--- src/lcfb_pkg.sv ---
// Shared types and constants for the LED cross-fade frame blender.
package lcfb_pkg;

    localparam int PIXEL_W         = 24;
    localparam int CHAN_W          = 8;
    localparam int IDX_W           = 7;
    localparam int COUNT_W         = 8;
    localparam int DECAY_W         = 16;
    localparam int DECAY_FRAC_BITS = 16;
    localparam int CFG_DATA_W      = 16;
    localparam int CFG_IDX_W       = 1;

    // Multiplier operand A carries either a signed 9-bit channel difference
    // or the unsigned 16-bit decay factor.
    localparam int MAC_A_W = DECAY_W + 1;

    localparam logic [COUNT_W-1:0] PIXEL_COUNT_RST = 8'd114;
    localparam logic [DECAY_W-1:0] DECAY_RST       = 16'd58982;

    typedef enum logic [1:0]
    {
        MODE_SET    = 2'd0,
        MODE_COMMIT = 2'd1,
        MODE_TICK   = 2'd2,
        MODE_RENDER = 2'd3
    } mode_t;

    typedef enum logic [CFG_IDX_W-1:0]
    {
        REG_PIXEL_COUNT  = 1'b0,
        REG_DECAY_FACTOR = 1'b1
    } cfg_reg_t;

endpackage

--- src/lcfb_ram.sv ---
// Pixel store: one write port, one registered read port with enable.
module lcfb_ram
    import lcfb_pkg::*;
#(
    parameter int DEPTH = 128,
    localparam int ADDR_W = (DEPTH > 1) ? $clog2(DEPTH) : 1
)
(
    input  logic               clk,
    input  logic               we,
    input  logic [ADDR_W-1:0]  waddr,
    input  logic [PIXEL_W-1:0] wdata,
    input  logic               re,
    input  logic [ADDR_W-1:0]  raddr,
    output logic [PIXEL_W-1:0] rdata
);

    logic [PIXEL_W-1:0] mem [DEPTH];
    logic [PIXEL_W-1:0] rdata_reg;

    always_ff @(posedge clk)
    begin
        if (we)
        begin
            mem[waddr] <= wdata;
        end
    end

    always_ff @(posedge clk)
    begin
        if (re)
        begin
            rdata_reg <= mem[raddr];
        end
    end

    assign rdata = rdata_reg;

endmodule

--- config.mk ---
export PLATFORM = sky130hd
export DESIGN_NAME = lcfb_ram
export DESIGN_NICKNAME = d
export VERILOG_FILES = /design/src/lcfb_pkg.sv /design/src/lcfb_ram.sv
export SDC_FILE = /design/constraint.sdc
export NUM_CORES = 2
export LEC_CHECK = 0
export ABC_AREA = 1
export BUFFER_PORTS_ARGS = -buffer_cell sky130_fd_sc_hd__buf_2
export CAP_MARGIN = 25
export CORE_ASPECT_RATIO = 2
export CORE_MARGIN = 3
export CORE_UTILIZATION = 50
export CTS_BUF_LIST = sky130_fd_sc_hd__clkbuf_8
export CTS_CLUSTER_DIAMETER = 30
export DETAILED_ROUTE_END_ITERATION = 6
export PLACE_DENSITY = 0.74
export SLEW_MARGIN = 10
export SYNTH_ARGS = -nofsm -noshare
export SYNTH_HDL_FRONTEND = slang
export SYNTH_SLANG_ARGS = --single-unit
--- constraint.sdc ---
create_clock -name clk -period 2.5 [get_ports clk]
set_input_delay 0.5 -clock clk [delete_from_list [all_inputs] [get_ports clk]]
set_output_delay 0.5 -clock clk [all_outputs]
set_load 0.1 [all_outputs]
==> impl_metrics.csv <==
group,metric,value,unit
worst_setup_path,crit_family,"flip-flops",
clock_network,cts_buffers,396,
synthesis,synth.distinct_cells,15,
worst_setup_path,cpMaxStageDelayCell,"edfxtp_1",
layout,finish.instance_area,0.1434,sq mm
clock_network,htreeDepth,5,
worst_setup_path,critical_path_arrival,1950,ps
global_routing,grt_pass1_vias,86120,
min_path,hold_class,"input pin to flop",
clock_network,cts.sinks,3096,
clock_network,clkLatencyLatePin,990,ps
worst_setup_path,cp-startpoint,"rdata[15]",
placed_design,gp_congestion,0.9375,
detailed_routing,route.detailed.drc,2,
sta,skew,69.01,ps
placed_design,io_buffers,64,
pwr,irDropWorstVdd,0.0004622,V
synthesis,synthSimpleGateAreaFrac,22.05,%
synthesis,synth_top_family_by_area,"simple AND/OR/NAND/NOR gates",
sta,relSlewSlack,27.20,%
layout,final_util,58.05,%
synthesis,yosysTopAreaCell,"edfxtp_1",
clock_network,clockBufferDepth,4,
synthesis,ys_seq_area_share,74.80,%
sta,final-hold-violation-count,0,
floorplan,fp.dieArea,0.2550,sq mm
detailed_routing,route.final.wire_length,374.4,mm
clock_network,clkSlewWorstSetupHoldPaths,70,ps
worst_setup_path,crit_type,"flop to primary output",
synthesis,synthXorXnorAreaFrac,0,%
layout,area_growth,15.35,%
layout,layout-drive-gt1-share,14.31,%
floorplan,start_util,50.33,%
global_routing,grtUsageTotal,28.98,%
pwr,cellLeakagePower,50.95,nW
layout,final_cell_mix,"nand2_1, edfxtp_1, nand3_1",
layout,largest_reg_flops,3072,
worst_setup_path,cp-end-kind,"primary output",
floorplan,io_pins,65,
worst_setup_path,worstPathMaxFanout,2,
floorplan,fp.dieH,711.1,microns
clock_network,cts-root-buf,"clkbuf_8",
detailed_routing,ant_nets,0,
sta,setup_tns,0,ps
layout,fin_cells,14310,
sta,max_freq,0.4082,GHz
status,status,"finished, violations left",
synthesis,synth-seq-cells,3096,
pwr,p_per_area,715.3,mW/mm^2
placed_design,dp.cells,13570,
detailed_routing,vias_per_cell,6.003,
worst_setup_path,start_kind,"flop",
worst_setup_path,reg2reg_from,"mem[71][15]",
layout,final_nets,10780,
worst_setup_path,reg2reg_slack,300,ps
worst_setup_path,endpoint,"rdata[15]",
global_routing,grt_antenna_before_repair,7,
clock_network,cts_tree,"done",
detailed_routing,vias,85910,
floorplan,die_w,358.5,microns
synthesis,synth_fp_nets,10130,
synthesis,synth-adder-area-share,0,%
synthesis,synth_compound_area_share,0,%
worst_setup_path,required,2000,ps
placed_design,dp_hpwl,243.1,mm
synthesis,avgSynthCellArea,12.32,sq um
layout,final_common_cell,"nand2_1",
detailed_routing,drt_first_iter_violations,9978,
worst_setup_path,rr_endpoint,"rdata[15]",
sta,rsz0062_at_grt,"no",
synthesis,muxShareOfSynthArea,0,%
synthesis,yosys_warnings,0,
synthesis,syn_inst,10090,
layout,fillers,18730,
sta,drv_slew,0,
global_routing,overflow,0,
sta,min_period,2450,ps
sta,setup_violations,0,
detailed_routing,drt-wirelength-per-cell,26.16,microns
worst_setup_path,crit_path_cell_trace,"buf_8",
global_routing,grt_first_pass_wirelength,544.8,mm
job,cap_viol_max_count,0,
worst_setup_path,reg2reg_depth,8,
status,violations,"DRC",
sta,period_share,97.98,%
sta,holdWs,131.1,ps
global_routing,grt_start_max_net_pins,129,
worst_setup_path,path_buf_inv,1,
worst_setup_path,worst-path-stages,1,
synthesis,netlist_area,0.1243,sq mm
placed_design,post_dp_cell_area,0.1353,sq mm
synthesis,synth_top_area_share,74.80,%
sta,worst_slew_pin_slew,1092,ps
floorplan,rows,258,
detailed_routing,dr.pass1.iters,7,
floorplan,core_area,0.2469,sq mm
worst_setup_path,critPathMaxStageDelay,700,ps
synthesis,synth_area_leaders,"edfxtp_1, nand3_1, nand2_1",
==> cell usage after synthesis <==
library cell and instances:
nand2_1 3119, edfxtp_1 3096, nand3_1 3027, buf_2 387, nor2_1 134, clkbuf_1 94
buf_4 78, buf_1 63, buf_6 60, inv_1 20, nor3_1 8, buf_12 2
clkinv_1 2, inv_2 1, inv_4 1
==> cell families after synthesis <==
logic type | after synthesis
AND/OR/NAND/NOR | 6288
flip-flops | 3096
buffers and inverters | 708
==> power by group <==
| part | switching (mW) | internal, mW |
|---|---|---|
| registers | 0.132 | 57.3 |
| clock network | 18.7 | 18.2 |
| logic | 5.75 | 2.43 |
| total | 24.6 | 78.0 |
==> worst min path at each step <==
| stage | to | slack, ps | cells past startpoint | from |
|---|---|---|---|---|
| 3_5_place_dp | mem[43][13] | 770 | 1 | wdata[13] |
| 6_report | mem[46][14] | 130 | 2 | wdata[14] |
| 5_1_grt | mem[82][1] | 110 | 1 | wdata[1] |
| 3_3_place_gp | mem[43][13] | 770 | 1 | wdata[13] |
| 4_1_cts | mem[86][1] | 20 | 1 | wdata[1] |
| 2_1_floorplan | mem[0][0] | 600 | 0 | wdata[0] |
==> layout make-up <==
class                      instances  area [sq um]  area share (%)
sequential                      3096         92970           64.85
timing repair buffer             930         10700           7.465
multi-input combinational       6288         27720           19.34
inverter                          24         127.6         0.08902
tap                             3250          4066           2.836
antenna                            9         22.52         0.01571
clock inverter                   310          2195           1.531
clock buffer                     404          5560           3.878
==> metrics by stage <==
| stage | setup slack (ps) | power (mW) |
|---|---|---|
| after global placement | -545.0 | 66.35 |
| after global routing | 16.26 | 105.4 |
| final | 50.46 | 102.6 |
| after detailed placement | -575.1 | 66.54 |
| after floorplan | -51.24 | 62.32 |
| after CTS | 3.612 | 102.8 |
==> per-layer routing <==
metal	vias up	global-route usage (%)	share of wire, %
li1	37450	-	-
met3	1443	4.373	8.4
met4	4	28.02	12
met2	5296	48.63	49
met5	-	0	0.0085
met1	41720	30.64	31
==> timing repair <==
action,4_1_cts,5_1_grt
endpoints found under the hold margin,322,0
hold buffers,19,0
resized for setup,23,0
endpoints found under the setup margin,15,0
buffers inserted,0,0
Power figures use the tool's default switching activity.
