**src/lcfb_pkg.sv**
```systemverilog
// Shared types and constants for the LED cross-fade frame blender.
package lcfb_pkg;

    localparam int PIXEL_W         = 24;
    localparam int CHAN_W          = 8;
    localparam int IDX_W           = 7;
    localparam int COUNT_W         = 8;
    localparam int DECAY_W         = 16;
    localparam int DECAY_FRAC_BITS = 16;
    localparam int CFG_DATA_W      = 16;
    localparam int CFG_IDX_W       = 1;

    // Multiplier operand A carries either a signed 9-bit channel difference
    // or the unsigned 16-bit decay factor.
    localparam int MAC_A_W = DECAY_W + 1;

    localparam logic [COUNT_W-1:0] PIXEL_COUNT_RST = 8'd114;
    localparam logic [DECAY_W-1:0] DECAY_RST       = 16'd58982;

    typedef enum logic [1:0]
    {
        MODE_SET    = 2'd0,
        MODE_COMMIT = 2'd1,
        MODE_TICK   = 2'd2,
        MODE_RENDER = 2'd3
    } mode_t;

    typedef enum logic [CFG_IDX_W-1:0]
    {
        REG_PIXEL_COUNT  = 1'b0,
        REG_DECAY_FACTOR = 1'b1
    } cfg_reg_t;

endpackage

```
**src/lcfb_mac.sv**
```systemverilog
// Shared multiply-add unit with a registered result: p = a * b + c.
module lcfb_mac
    import lcfb_pkg::*;
#(
    parameter int FRAC_BITS = 16,
    localparam int B_W = FRAC_BITS + 2,
    localparam int P_W = MAC_A_W + B_W
)
(
    input  logic                      clk,
    input  logic                      en,
    input  logic signed [MAC_A_W-1:0] a,
    input  logic signed [B_W-1:0]     b,
    input  logic signed [P_W-1:0]     c,
    output logic signed [P_W-1:0]     p
);

    logic signed [P_W-1:0] p_reg;

    always_ff @(posedge clk)
    begin
        if (en)
        begin
            p_reg <= a * b + c;
        end
    end

    assign p = p_reg;

endmodule

```
**config.mk**
```make
export PLATFORM = sky130hd
export DESIGN_NAME = lcfb_mac
export DESIGN_NICKNAME = d
export VERILOG_FILES = /design/src/lcfb_pkg.sv /design/src/lcfb_mac.sv
export SDC_FILE = /design/constraint.sdc
export NUM_CORES = 1
export LEC_CHECK = 0
export ABC_AREA = 1
export BUFFER_PORTS_ARGS = -buffer_cell sky130_fd_sc_hd__buf_2
export CORE_ASPECT_RATIO = 1.1
export CORE_UTILIZATION = 64
export CTS_CLUSTER_DIAMETER = 200
export CTS_CLUSTER_SIZE = 24
export DETAILED_ROUTE_END_ITERATION = 8
export PLACE_DENSITY_LB_ADDON = 0.12
export SLEW_MARGIN = 10
export SYNTH_ARGS = -nofsm -noshare
export SYNTH_HDL_FRONTEND = slang
export SYNTH_SLANG_ARGS = --single-unit
export TNS_END_PERCENT = 1
```
**constraint.sdc**
```tcl
create_clock -name clk -period 8.57 [get_ports clk]
set_input_delay 1.714 -clock clk [delete_from_list [all_inputs] [get_ports clk]]
set_output_delay 1.714 -clock clk [all_outputs]
set_load 0.05 [all_outputs]
```
==> results of run 1 <==
[kinds of logic (layout without fill, tap and decap cells)]
group,Yosys count,in the layout,share of synthesized area
DFF,35,35,0.0693
AOI/OAI and AO/OA,54,54,0.0225
xor gates and xnor gates,23,23,0.0133
adders and majority gates,459,459,0.554
and+or+nand+nor,574,574,0.156
buffers and inverters,744,792,0.184
[routing by layer]
metal	track usage	part of all wire	up-vias
li1	-	-	5300
met1	0.382	0.37	5668
met2	0.615	0.53	380
met3	0.0282	0.056	82
met4	0.143	0.049	0
met5	0	0	-
[cell usage after synthesis (2+ instances only)]
cell / count
inv_1: 670
nand2_1: 439
fa_1: 355
ha_1: 104
clkbuf_1: 65
nor2_1: 53
nand3_1: 38
edfxtp_1: 35
a21oi_1: 25
xor2_1: 18
nand2_2: 7
nand4_1: 7
o21ai_0: 7
nor2_2: 6
a21oi_2: 5
o21bai_1: 5
or2_2: 5
xnor2_1: 5
a21o_1: 4
buf_1: 4
inv_2: 4
nand3_2: 4
nor3_2: 3
o21ai_1: 3
nand2_4: 2
nand3b_1: 2
nor2_4: 2
nor3_1: 2
nor4_1: 2
[cell type report]
class                   instances  area (um2)
clock inverters                 3        20.0
inverters                     675        2530
fillers                      1935        7100
flip-flops and latches         35        1050
repair buffers                109         553
well taps                     300         375
multi-input cells            1110       11300
clock buffers                   5         125
[worst paths after layout]
| path | endpoint | slack, ps | depth (start not counted) |
|---|---|---|---|
| worst max-delay path | p[32]$_DFFE_PP_ | 1090 | 23 |
| worst min-delay path | p[0]$_DFFE_PP_ | 1740 | 2 |
[stage by stage]
| step | setup slack [ps] | std cells | util | hold slack [ps] | instance area, um2 |
|---|---|---|---|---|---|
| after floorplan | 1370 | 1889 | - | 1830 | 15200 |
| after global placement | 864 | 2229 | 0.686 | 2020 | 15800 |
| after detailed placement | 807 | 2229 | 0.686 | 2030 | 15800 |
| after CTS | 1090 | 2237 | 0.692 | 1740 | 16000 |
| after global routing | 796 | 2237 | 0.692 | 1750 | 16000 |
| final | 1090 | 2237 | 0.692 | 1740 | 16000 |
==> results.md, run 1 <==
- Final wirelength: 36400 um
- Ratio of final minimum period to clock period: 0.873
- Global-route wire length before repair: around 60000 um
- Largest net degree at the start of global routing: 36
- PortBufs: 106
- Die width: 149 um
- Maximum buffer depth of the clock tree: 2
- Post-synthesis register bit count: 35
- Avg Inst Size Synth: around 8.0 um2
- # IOs: 107
- Number of maximum-capacitance constraint violations: 0
- Number of resized instances in the post-cts repair step: 0
- Worst EP required: 8610 ps
- Setup tns final: 0 ps
- Initial core utilization: 0.657
- CTS H-tree depth: 2
- Share of flip-flops with an asynchronous set or reset after synthesis: 0
- GPL Wtd Cong: 0.921
- Std-Cell Rows: 58
- Syn-to-layout area delta: 5.37%
- Crit path arrival time: 7520 ps
- Worst Tran Pin Value: 805 ps
- Remaining design rule violation count: 0
- Per-cell via count in the routed design: 5.11
- Top library cells by usage in the layout, fill and taps aside: inv_1 (670), nand2_1 (439), fa_1 (355)
- Top post-synthesis cells by area: fa_1 (47%), inv_1 (17%), nand2_1 (11%)
- Number of detailed-routing iterations run before antenna repair: 5
- Antenna Violating Nets Remaining: 0
- Post-synth top area share: 0.469
- Post-detailed-placement half-perimeter wirelength: 30700 um
- Net total in the final layout: 2467
- Sequential area share after synthesis: 0.0693
- Final hold vios: 0
- Global route overflow: 0
- Fraction of final layout cells with drive strength greater than 1: 0.0821
- Startpoint type of the worst setup path: input port
- Most numerous cell on the critical path: inv_1
- TritonCTS buffer count: 5
- Classification of the worst-slack hold path: in -> reg
- Vertical die dimension: 163 um
- Critical path startpoint: a[2]
- Leading cell type in the layout, fill and taps excluded: inv_1
- Antenna Cells: 0
- Clock tree from TritonCTS: yes
- Count of hold-fix buffers inserted at cts: 0
- Primary flip-flop cell chosen by synthesis mapping: edfxtp_1
- Max stage delay on crit path: about 720 ps
- Sum of buffers and inverters on the critical path: 8
- Final min period: ~7500 ps
- Top achievable clock speed: 134 MHz
- Post-DR wirelength/cell: between 15 and 20 um
- Vias: ~11000
- Nets in the synthesized netlist: about 2400
- Antenna violations before repair: 0
- Clk pin slew, worst setup/hold paths: 60 ps
- Number of setup violations in the final report: 0
- Kind of end point of the critical path: flop
- Status: finished, final reports clean
- CP max FO: 18
- Library cell with the largest summed area after synthesis: fa_1
- Die ar.: 24300 um2
- Total core area: between 20000 and 25000 um2
- Number of setup buffers added after CTS: 0
- Post-synthesis instance area: roughly 15000 um2
- RSZ-0062 raised after global routing: false
- Classification of the worst setup path: in -> reg
- Worst max-slew margin expressed relative to the limit: 0.463
- Number of global-route vias before repair: 12400
- All-Layer GR Usage: 0.329
- Number of instances in the synthesized netlist: 1889
- DRC marker count from the first detailed-route iteration: 643
- Max Slew Vio Count: 0
- Sinks on Clock Net: 35
- Slowest cell on crit path: fa_1
- Number of warnings issued by yosys: 0
- Critical path, cell by cell: buf_2, nand2_1, inv_1, fa_1, inv_1, fa_1, inv_1, fa_1, inv_1, fa_1, inv_1, fa_1, inv_1, fa_1, inv_1, ha_1, a21o_1, nor2_1, o21ai_0, a21oi_1, nand2_1, nand2_1, nand2_1
- Number of distinct library cells after synthesis: 37
- Hold path start: c[0]
- Post-synth EDFFs: 35
- Clock tree root buffer cell: clkbuf_16
- Top cell family by delay on the critical path: adder cells
- Max reg flops: 35
Power of run 1 is left out: the tool's default activity adds up to more than one toggle a clock period on the data nets, which glitch-free logic cannot reach.
==> inputs of run 2 (changes only) <==
--- a/config.mk
+++ b/config.mk
@@ -8,7 +8,8 @@
 export ABC_AREA = 1
 export BUFFER_PORTS_ARGS = -buffer_cell sky130_fd_sc_hd__buf_2
 export CORE_ASPECT_RATIO = 1.1
-export CORE_UTILIZATION = 64
+export CORE_MARGIN = 2
+export CORE_UTILIZATION = 58
 export CTS_CLUSTER_DIAMETER = 200
 export CTS_CLUSTER_SIZE = 24
 export DETAILED_ROUTE_END_ITERATION = 8
==> constraint.sdc (replaced) <==
create_clock -name clk -period 6.09 [get_ports clk]
set_input_delay 1.218 -clock clk [delete_from_list [all_inputs] [get_ports clk]]
set_output_delay 1.218 -clock clk [all_outputs]
set_load 0.05 [all_outputs]
==> run 2 against run 1 <==
The run now ends with negative setup slack left. Critical path depth rose by 3. Sequential share of layout area fell by 0.89 points. Global-route usage is 1.6 points lower. Non-clock buffer count rose by 207. Critical path type unchanged. Largest cell class unchanged. Highest routed layer unchanged.
==> results.md, run 2 (synthesis gave the netlist of run 1 again) <==
- Kind of end point of the critical path: flop
- CP max FO: 13
- Max stage delay on crit path: 520 ps
- Std-Cell Rows: 62
- Top cell family by delay on the critical path: adder cells
- Ratio of final minimum period to clock period: 1.00
- GPL Wtd Cong: between 0.9 and 1
- Worst EP required: 6130 ps
- Instance area at placement: 17700 um2
- Hold Path End: p[0]$_DFFE_PP_
- Hold path start: c[0]
- Clk pin slew, worst setup/hold paths: 50 ps
- Sinks on Clock Net: 35
- Vertical die dimension: 174 um
- TritonCTS buffer count: 5
- Per-cell via count in the routed design: between 4 and 5
- Clock tree root buffer cell: clkbuf_16
- Die ar.: roughly 27000 um2
- Crit path arrival time: 6140 ps
- Most numerous cell on the critical path: inv_1
- Failing checks: negative setup slack
- FILL cells: about 2200
- Register area: 1050 um2
- Worst max-slew margin expressed relative to the limit: 0.470
- Leading cell type in the layout, fill and taps excluded: inv_1
- Max Slew Vio Count: 0
- Total core area: 25900 um2
- Top achievable clock speed: ~160 MHz
- Max reg flops: 35
- Number of maximum-capacitance constraint violations: 0
- Final Cell Area: roughly 18000 um2
- Antenna violations before repair: 0
- Top library cells by usage in the layout, fill and taps aside: inv_1 (652), nand2_1 (414), fa_1 (343)
- Setup tns final: -8.75 ps
- DRC marker count from the first detailed-route iteration: 602
- Number of global-route vias before repair: 13600
- Global route overflow: 0
- Maximum buffer depth of the clock tree: 2
- Post-DR wirelength/cell: 15.8 um
- Status: finished with violations
- Classification of the worst-slack hold path: in -> reg
- Sum of buffers and inverters on the critical path: 10
- Final hold vios: 0
- Number of detailed-routing iterations run before antenna repair: 7
- Initial core utilization: 0.585
- Vias: ~12000
- Worst hold path cell count: 2
- Antenna Violating Nets Remaining: 0
- # IOs: 107
- All-Layer GR Usage: 0.312
- Antenna Cells: 0
- Worst setup slack before clock tree synthesis: -644 ps
- Clock tree from TritonCTS: yes
- Number of setup violations in the final report: 1
- Global-route wire length before repair: 65300 um
- Startpoint type of the worst setup path: input port
- Setup ws final: -8.75 ps
- Largest net degree at the start of global routing: 36
- Remaining design rule violation count: 0
- Final min period: between 6000 and 7000 ps
- Slowest cell on crit path: fa_1
- Classification of the worst setup path: in -> reg
- Die width: 158 um
- Total area of multi-input combinational cells: 11900 um2
- RSZ-0062 raised after global routing: true
- CTS H-tree depth: 2
- Syn-to-layout area delta: 21.8%
- Fraction of final layout cells with drive strength greater than 1: 0.221
- PortBufs: roughly 110
- Worst Tran Pin Value: 795 ps
- Net total in the final layout: between 2000 and 3000
- Final wirelength: a little under 40000 um
- Post-detailed-placement half-perimeter wirelength: 35300 um
==> run 2: cell types whose count changed in the layout (fill, tap and decap cells not counted), sizes merged <==
cell    change
clkinv      +1
inv         -2
bufinv      +1
buf       +207
==> run 2: cell type report <==
type                            instances  area share
Multi-Input combinational cell       1110       0.642
Clock buffer                            5     0.00678
Sequential cell                        35      0.0569
Inverter                              675       0.138
Clock inverter                          3     0.00237
Tap cell                              352      0.0238
Timing Repair Buffer                  316       0.130
==> run 2: worst max-delay path by stage <==
stage               startpoint         endpoint  slack [ps]  cells past startpoint
floorplan                b[17]  p[34]$_DFFE_PP_        -130                     26
global placement          a[2]  p[33]$_DFFE_PP_        -580                     25
detailed placement        a[2]  p[33]$_DFFE_PP_        -640                     25
CTS                       a[2]  p[34]$_DFFE_PP_         -10                     25
global route              a[1]  p[34]$_DFFE_PP_        -240                     26
finish                   a[16]  p[33]$_DFFE_PP_          -9                     26
==> run 2: stage by stage <==
stage          cells  utilization  hold WS (ps)
2_1_floorplan   1889            -          1330
4_1_cts         2495        0.707          1250
3_5_place_dp    2468        0.684          1540
3_3_place_gp    2468        0.684          1520
6_report        2496        0.713          1250
5_1_grt         2496        0.713          1270
==> run 2: repair_timing <==
| action | CTS | global route |
|---|---|---|
| pin swaps | 37 | 11 |
| endpoints found under the setup margin | 22 | 23 |
| gates resized for setup | 80 | 36 |
| buffers inserted | 20 | 1 |
| hold buffers | 0 | 0 |
==> run 2: per-layer routing <==
metal / GRT usage / up-vias / share of wire
li1: - / 5722 / -
met1: 0.358 / 6037 / 0.37
met2: 0.583 / 379 / 0.53
met3: 0.0280 / 106 / 0.043
met4: 0.141 / 0 / 0.058
met5: 0 / - / 0
Power of run 2 is left out for the same reason.
